## src/rtl/core/ufdx_pkg.sv

```systemverilog
// Shared types and constants for the UART frame deframer with XOR check.
// No dependencies; imported by every module of the block.
package ufdx_pkg;

   localparam logic [7:0]  SOF_CHECKED       = 8'hFE;
   localparam logic [7:0]  SOF_UNCHECKED     = 8'hFF;
   localparam logic [15:0] MAX_PAYLOAD_RESET = 16'd1018;
   localparam logic [7:0]  IDLE_TICKS_RESET  = 8'd3;

   localparam logic MODE_BYTE = 1'b0;
   localparam logic MODE_TICK = 1'b1;

   // word index of the control registers (byte address bit 2)
   localparam logic CSR_MAX_PAYLOAD = 1'b0;
   localparam logic CSR_IDLE_TICKS  = 1'b1;

   typedef enum logic [2:0] {
      PH_HUNT    = 3'd0,
      PH_LEN_HI  = 3'd1,
      PH_LEN_LO  = 3'd2,
      PH_CMD_HI  = 3'd3,
      PH_CMD_LO  = 3'd4,
      PH_PAYLOAD = 3'd5,
      PH_TRAILER = 3'd6
   } phase_type;

   typedef enum logic [1:0] {
      KIND_DATA = 2'd0,
      KIND_GOOD = 2'd1,
      KIND_FCS  = 2'd2,
      KIND_DROP = 2'd3
   } kind_type;

   typedef struct packed {
      logic        emit;
      kind_type    kind;
      logic [7:0]  payload_byte;
      logic [7:0]  command_high;
      logic [7:0]  command_low;
      logic [15:0] payload_len;
      logic        was_checked;
      logic        frame_end;
   } result_type;

endpackage

```

## src/rtl/core/uart_frame_deframer_xor_unit.sv

```systemverilog
// Top level of the UART frame deframer with XOR check: control registers,
// result register and handshake. Uses ufdx_pkg and ufdx_frame_fsm.
//
// The block takes one received byte or tick per clock cycle and gives its
// result, if any, in the result register in the cycle after the transfer. The
// frame state is updated in the same cycle the item is taken, so a new item
// is accepted every cycle as long as the result register is empty or is
// being emptied in that cycle; a stalled result holds the input side only.
// Registers: max_payload at byte address 0, idle_ticks at byte address 4;
// writes take effect for the next item.
module uart_frame_deframer_xor_unit
   import ufdx_pkg::*;
(
   input  logic        clock,
   input  logic        reset,
   input  logic        req_valid,
   output logic        req_ready,
   input  logic        req_mode,
   input  logic [7:0]  req_rx_byte,
   output logic        rsp_valid,
   input  logic        rsp_ready,
   output logic [1:0]  rsp_kind,
   output logic [7:0]  rsp_payload_byte,
   output logic [7:0]  rsp_command_high,
   output logic [7:0]  rsp_command_low,
   output logic [15:0] rsp_payload_len,
   output logic        rsp_was_checked,
   output logic        rsp_frame_end,
   input  logic        csr_psel,
   input  logic        csr_penable,
   input  logic        csr_pwrite,
   input  logic [2:0]  csr_paddr,
   input  logic [31:0] csr_pwdata,
   output logic [31:0] csr_prdata,
   output logic        csr_pready
);

   logic [15:0] max_payload_ff;
   logic [7:0]  idle_ticks_ff;
   logic        csr_write;
   logic        accept;
   result_type  step_result;
   result_type  rsp_ff;
   logic        rsp_valid_ff, rsp_valid_in;

   assign csr_pready = 1'b1;
   assign csr_write  = csr_psel && csr_penable && csr_pwrite;

   always_ff @(posedge clock) begin
      if (reset) begin
         max_payload_ff <= MAX_PAYLOAD_RESET;
         idle_ticks_ff  <= IDLE_TICKS_RESET;
      end else if (csr_write) begin
         if (csr_paddr[2] == CSR_MAX_PAYLOAD) begin
            max_payload_ff <= csr_pwdata[15:0];
         end else begin
            idle_ticks_ff <= csr_pwdata[7:0];
         end
      end
   end

   always_comb begin
      if (csr_paddr[2] == CSR_IDLE_TICKS) begin
         csr_prdata = {24'h000000, idle_ticks_ff};
      end else begin
         csr_prdata = {16'h0000, max_payload_ff};
      end
   end

   assign req_ready = !rsp_valid_ff || rsp_ready;
   assign accept    = req_valid && req_ready;

   ufdx_frame_fsm u_fsm (
      .clock       (clock),
      .reset       (reset),
      .step_valid  (accept),
      .step_mode   (req_mode),
      .step_byte   (req_rx_byte),
      .max_payload (max_payload_ff),
      .idle_ticks  (idle_ticks_ff),
      .result      (step_result)
   );

   always_comb begin
      if (accept && step_result.emit) begin
         rsp_valid_in = 1'b1;
      end else if (rsp_ready) begin
         rsp_valid_in = 1'b0;
      end else begin
         rsp_valid_in = rsp_valid_ff;
      end
   end

   always_ff @(posedge clock) begin
      if (reset) begin
         rsp_valid_ff <= 1'b0;
      end else begin
         rsp_valid_ff <= rsp_valid_in;
      end
   end

   always_ff @(posedge clock) begin
      if (accept && step_result.emit) begin
         rsp_ff <= step_result;
      end
   end

   assign rsp_valid        = rsp_valid_ff;
   assign rsp_kind         = rsp_ff.kind;
   assign rsp_payload_byte = rsp_ff.payload_byte;
   assign rsp_command_high = rsp_ff.command_high;
   assign rsp_command_low  = rsp_ff.command_low;
   assign rsp_payload_len  = rsp_ff.payload_len;
   assign rsp_was_checked  = rsp_ff.was_checked;
   assign rsp_frame_end    = rsp_ff.frame_end;

endmodule

```

## src/rtl/core/ufdx_frame_fsm.sv

```systemverilog
// Frame state machine: hunts for start bytes, tracks length, command,
// payload and trailer, and forms at most one result per transfer. Uses ufdx_pkg.
module ufdx_frame_fsm
   import ufdx_pkg::*;
(
   input  logic        clock,
   input  logic        reset,
   input  logic        step_valid,
   input  logic        step_mode,
   input  logic [7:0]  step_byte,
   input  logic [15:0] max_payload,
   input  logic [7:0]  idle_ticks,
   output result_type  result
);

   phase_type   phase_ff, phase_in;
   logic        checked_ff, checked_in;
   logic [15:0] length_ff, length_in;
   logic [15:0] seen_ff, seen_in;
   logic [7:0]  xor_ff, xor_in;
   logic [7:0]  cmd_hi_ff, cmd_hi_in;
   logic [7:0]  cmd_lo_ff, cmd_lo_in;
   logic [7:0]  idle_ff, idle_in;
   logic [15:0] seen_inc;
   logic        is_sof;

   always_ff @(posedge clock) begin
      if (reset) begin
         phase_ff   <= PH_HUNT;
         checked_ff <= 1'b0;
         length_ff  <= '0;
         seen_ff    <= '0;
         xor_ff     <= '0;
         cmd_hi_ff  <= '0;
         cmd_lo_ff  <= '0;
         idle_ff    <= '0;
      end else if (step_valid) begin
         phase_ff   <= phase_in;
         checked_ff <= checked_in;
         length_ff  <= length_in;
         seen_ff    <= seen_in;
         xor_ff     <= xor_in;
         cmd_hi_ff  <= cmd_hi_in;
         cmd_lo_ff  <= cmd_lo_in;
         idle_ff    <= idle_in;
      end
   end

   always_comb begin
      phase_in   = phase_ff;
      checked_in = checked_ff;
      length_in  = length_ff;
      seen_in    = seen_ff;
      xor_in     = xor_ff;
      cmd_hi_in  = cmd_hi_ff;
      cmd_lo_in  = cmd_lo_ff;
      idle_in    = idle_ff;
      seen_inc   = seen_ff + 16'd1;
      is_sof     = (step_byte == SOF_CHECKED) || (step_byte == SOF_UNCHECKED);

      result.emit         = 1'b0;
      result.kind         = KIND_DATA;
      result.payload_byte = '0;
      result.frame_end    = 1'b0;

      if (step_mode == MODE_TICK) begin
         if (phase_ff != PH_HUNT) begin
            if (idle_ff != 8'd0) begin
               idle_in = idle_ff - 8'd1;
            end else begin
               result.emit      = 1'b1;
               result.kind      = KIND_DROP;
               result.frame_end = 1'b1;
               phase_in         = PH_HUNT;
            end
         end
      end else begin
         if (phase_ff != PH_HUNT) begin
            idle_in = idle_ticks;
         end
         case (phase_ff)
            PH_HUNT: begin
               if (is_sof) begin
                  checked_in = (step_byte == SOF_CHECKED);
                  length_in  = '0;
                  seen_in    = '0;
                  xor_in     = '0;
                  cmd_hi_in  = '0;
                  cmd_lo_in  = '0;
                  idle_in    = idle_ticks;
                  phase_in   = PH_LEN_HI;
               end
            end
            PH_LEN_HI: begin
               length_in = {step_byte, 8'h00};
               xor_in    = xor_ff ^ step_byte;
               phase_in  = PH_LEN_LO;
            end
            PH_LEN_LO: begin
               length_in = length_ff | {8'h00, step_byte};
               xor_in    = xor_ff ^ step_byte;
               if (length_in > max_payload) begin
                  result.emit      = 1'b1;
                  result.kind      = KIND_DROP;
                  result.frame_end = 1'b1;
                  phase_in         = PH_HUNT;
               end else begin
                  phase_in = PH_CMD_HI;
               end
            end
            PH_CMD_HI: begin
               cmd_hi_in = step_byte;
               xor_in    = xor_ff ^ step_byte;
               phase_in  = PH_CMD_LO;
            end
            PH_CMD_LO: begin
               cmd_lo_in = step_byte;
               xor_in    = xor_ff ^ step_byte;
               phase_in  = (length_ff == 16'd0) ? PH_TRAILER : PH_PAYLOAD;
            end
            PH_PAYLOAD: begin
               xor_in  = xor_ff ^ step_byte;
               seen_in = seen_inc;
               if (seen_inc >= length_ff) begin
                  phase_in = PH_TRAILER;
               end
               result.emit         = 1'b1;
               result.kind         = KIND_DATA;
               result.payload_byte = step_byte;
            end
            PH_TRAILER: begin
               result.emit      = 1'b1;
               result.frame_end = 1'b1;
               if (checked_ff && (step_byte != xor_ff)) begin
                  result.kind = KIND_FCS;
               end else begin
                  result.kind = KIND_GOOD;
               end
               phase_in = PH_HUNT;
            end
            default: begin
               phase_in = PH_HUNT;
            end
         endcase
      end

      result.command_high = cmd_hi_in;
      result.command_low  = cmd_lo_in;
      result.payload_len  = length_in;
      result.was_checked  = checked_in;
   end

endmodule

```

## config.mk

```make
export PLATFORM = sky130hd
export DESIGN_NAME = uart_frame_deframer_xor_unit
export DESIGN_NICKNAME = d
export VERILOG_FILES = /design/src/rtl/core/ufdx_pkg.sv /design/src/rtl/core/uart_frame_deframer_xor_unit.sv /design/src/rtl/core/ufdx_frame_fsm.sv
export SDC_FILE = /design/constraint.sdc
export NUM_CORES = 1
export LEC_CHECK = 0
export BUFFER_PORTS_ARGS = -buffer_cell sky130_fd_sc_hd__buf_2
export CORE_MARGIN = 1.5
export CORE_UTILIZATION = 35
export CTS_BUF_LIST = sky130_fd_sc_hd__clkbuf_8
export CTS_CLUSTER_SIZE = 16
export DETAILED_ROUTE_END_ITERATION = 16
export GPL_ROUTABILITY_DRIVEN = 0
export GPL_TIMING_DRIVEN = 0
export PLACE_DENSITY_LB_ADDON = 0.2
export SLEW_MARGIN = 10
export SYNTH_ARGS = -nofsm -noshare
export SYNTH_HDL_FRONTEND = slang
export SYNTH_HIERARCHICAL = 1
export SYNTH_SLANG_ARGS = --single-unit
```

## constraint.sdc

```tcl
create_clock -name clock -period 13.4 [get_ports clock]
set_input_delay 1.34 -clock clock [delete_from_list [all_inputs] [get_ports clock]]
set_output_delay 1.34 -clock clock [all_outputs]
set_load 0.01 [all_outputs]
```

==> results.tsv <==
stage	metric	value	unit
synthesis	synth_edf_count	44	
cts	clkTransAtPathRegs	70	ps
cells_and_area	nFillCells	2147	
synthesis	synth_top_family_by_area	simple AND/OR/NAND/NOR gates	
timing	finalCritPeriodShare	34.53	%
pwr	swShare	25.51	%
cts	ctsHoldBuffers	0	
route	drt_iter0_drc	307	
floorplan	die_y	149.2	um
global_routing	grt_pass1_vias	5972	
route	route.detailed.drc	0	
route	vias	6198	
cells_and_area	drive_above_1_share	21.30	%
placement	hpwl	14920	um
synthesis	yosys.area_share.adder	5.820	%
timing	worst_slack	8772	ps
pwr	clock_power_share	42.0	%
hold_path	hold_path_class	reg -> reg	
route	wl_per_cell	16.64	um
timing	max-slew-margin-rel	42.18	%
cts	ctsLongestPathBuffers	2	
timing	skew	18.07	ps
placement	port_buffers	92	
cts	cts_root_buffer	clkbuf_8	
timing	rsz0062_at_grt	false	
route	drt-pass1-iter-count	5	
pwr	pwr-share-seq	49.7	%
route	vias_per_cell	5.047	
synthesis	syn_inst	813	
timing	slew_viol_final	0	
timing	period_needed	4628	ps
synthesis	synth_seq_cells	137	
outcome	status	completed	
global_routing	grtUsageTotal	18.85	%
pwr	p_sw	221.2	uW
cts	cts.sink_count	137	
setup_path	worstPathRequired	13540	ps
placement	pre_cts_ws	8294	ps
cts	postCtsResizedCells	0	
pwr	p_leak	3.555	nW
cells_and_area	final_area	8787	um2
setup_path	reg2reg_setup_slack	9860	ps
pwr	ir_drop	0.06520	mV
synthesis	yosys.area.top_type_share	24.89	%
synthesis	synth_mux_area_share	4.683	%
floorplan	num_rows	53	
route	ant_nets	0	
cells_and_area	syn2layout_area_growth	17.46	%
global_routing	antenna_found_initial	0	
pwr	powerDensity	98.69	nW/um2
timing	tightest_slew	860.7	ps
cells_and_area	post-route-util	41.80	%
floorplan	initial_core_util	35.59	%
synthesis	synthDistinctLibCells	75	
setup_path	cp.arrival	4770	ps
global_routing	grt_first_pass_wirelength	32210	um
cts	cts_tree	yes	
timing	fmax	216.1	MHz
timing	hold_viol_final	0	
floorplan	io_pins	130	
floorplan	core	21020	um2
floorplan	die_area	22260	um2
global_routing	grtUsageMet2	29.79	%
global_routing	grt_max_degree	31	
global_routing	grt_use_met3	3.853	%
synthesis	synth_area_per_cell	9.202	um2
setup_path	setup.worst_path.class	in -> reg	
synthesis	synthTopCellsByArea	dfxtp_1 25%, edfxtp_1 18%, ha_1 5.7%	
cells_and_area	diodes	0	
global_routing	grt_overflow	0	
cells_and_area	fin_nets	1025	
pwr	internal_power	646.0	uW
cts	cts.htree.levels	4	
synthesis	synthSimpleGateAreaFrac	21.01	%
synthesis	synth_compound_area_share	16.01	%
cts	cts_buffers	17	
timing	setup_violations	0	
setup_path	crit_path_end_kind	register	
placement	placed_area	8369	um2
synthesis	ys.warnings.count	6	
timing	finalSetupTns	0	ps
global_routing	grt_use_met1	25.81	%
synthesis	ys.flop_type	dfxtp_1	
cts	clock_latency	450	ps
pwr	comb_power_share	8.2	%
setup_path	path_max_fanout	30	
synthesis	synthArstFlopShare	0	%
global_routing	top_usage_layer	met2	
synthesis	seq_area_frac_synth	42.55	%
synthesis	synth_top_area_cell	dfxtp_1	
synthesis	synth_xor_area_share	2.576	%
route	wl	20440	um
synthesis	syn_area	7481	um2
cts	cts_setup_buffers	0	
floorplan	die_w	149.2	um
timing	whs	489.4	ps
setup_path	crit_path_start_kind	primary input	
job	max-cap-violations	0	
[layout make-up]
| cell class | instances | area [um2] | share of cell area (%) |
|---|---|---|---|
| plain buffers | 66 | 377.9 | 4.300 |
| multi-input cells | 581 | 3819 | 43.46 |
| inverters | 44 | 165.2 | 1.880 |
| clock buffers | 18 | 247.7 | 2.819 |
| flip-flops and latches | 137 | 3183 | 36.22 |
| well taps | 275 | 344.1 | 3.916 |
| clock inverters | 14 | 170.2 | 1.936 |
| repair buffers | 93 | 480.5 | 5.468 |
[worst max-delay path, cell delays in order]
cell and delay (ps):
buf_2 170, clkbuf_1 320, or2_2 410, ha_1 330, a41o_1 170, a21oi_1 40
or4_2 550, a31oi_2 360, nor3_1 130, nor2_1 130, nand2_1 110, nor2b_4 410
buf_12 260
[through the flow]
| stage | std cells | total power, mW |
|---|---|---|
| floorplan | 828 | 0.4872 |
| detailed placement | 1196 | 0.5119 |
| CTS | 1228 | 0.8743 |
| global route | 1228 | 0.9002 |
| finish | 1228 | 0.8672 |
| global placement | 1195 | 0.5117 |
[cells by family after synthesis]
group,count (synthesis)
multiplexers,34
flip-flops,137
AO/OA/AOI/OAI,175
adder cells (fa/ha/maj),35
buffers and inverters,110
other,2
AND/OR/NAND/NOR,298
XOR/XNOR,22
[power by group through the flow]
stage	clock, mW	sequential [mW]	combinational (mW)
after floorplan	0	0.440	0.0474
after global placement	0	0.441	0.0707
after detailed placement	0	0.441	0.0710
after CTS	0.372	0.431	0.0714
after global routing	0.390	0.432	0.0782
final	0.364	0.431	0.0715
[cells in the mapped netlist, types with 14 or more instances]
master / n
nor2_1: 109
dfxtp_1: 93
edfxtp_1: 44
inv_1: 44
a21oi_1: 42
a22oi_1: 40
nand2_1: 38
o21ai_0: 35
ha_1: 34
nand2b_1: 33
mux2i_1: 26
clkbuf_1: 23
buf_4: 21
a22o_1: 16
buf_2: 14
xnor2_1: 14
[registers in the layout, indices dropped and copies added (netlist names)]
name / count
u_fsm/phase_ff: 3
rsp_valid: 1
u_fsm/length_ff: 16
rsp_payload_len: 16
rsp_command_low: 8
rsp_kind: 2
u_fsm/idle_ff: 8
max_payload_ff: 16
rsp_frame_end: 1
rsp_payload_byte: 8
u_fsm/checked_ff: 1
rsp_command_high: 8
rsp_was_checked: 1
u_fsm/cmd_lo_ff: 8
idle_ticks_ff: 8
u_fsm/seen_ff: 16
u_fsm/xor_ff: 8
u_fsm/cmd_hi_ff: 8
[placed cells by master, fill, tap and decap left out, types with 11 or more instances in the layout]
cell type / instances
conb_1: 17
xnor2_1: 14
a22oi_1: 40
ha_1: 34
nor2b_1: 11
nor2_1: 109
clkbuf_8: 18
nand2_1: 38
inv_1: 46
nand2b_1: 33
edfxtp_1: 44
nor3_1: 13
and2_1: 12
o21ai_0: 35
mux2i_1: 26
clkbuf_1: 23
buf_4: 21
a22o_1: 16
buf_2: 106
a21oi_1: 42
nand3_1: 12
dfxtp_1: 93
[per-layer routing]
metal  wire length (um)  up-vias  part of all wire (%)
met1               9987     2886                    49
met5                  0        -                     0
li1                   -     3104                     -
met2               9059      183                    44
met3               1084       25                   5.3
met4                303        0                   1.5
[final timing paths]
check                           from             endpoint  cells past startpoint
hold / removal    max_payload_ff[14]   max_payload_ff[14]                      2
setup / recovery      req_rx_byte[7]  rsp_payload_len[13]                     13
setup reg to reg  u_fsm/length_ff[7]  rsp_payload_len[13]                     11
hold reg to reg   max_payload_ff[14]   max_payload_ff[14]                      2
Note: power is estimated with default switching activity, not from simulation.
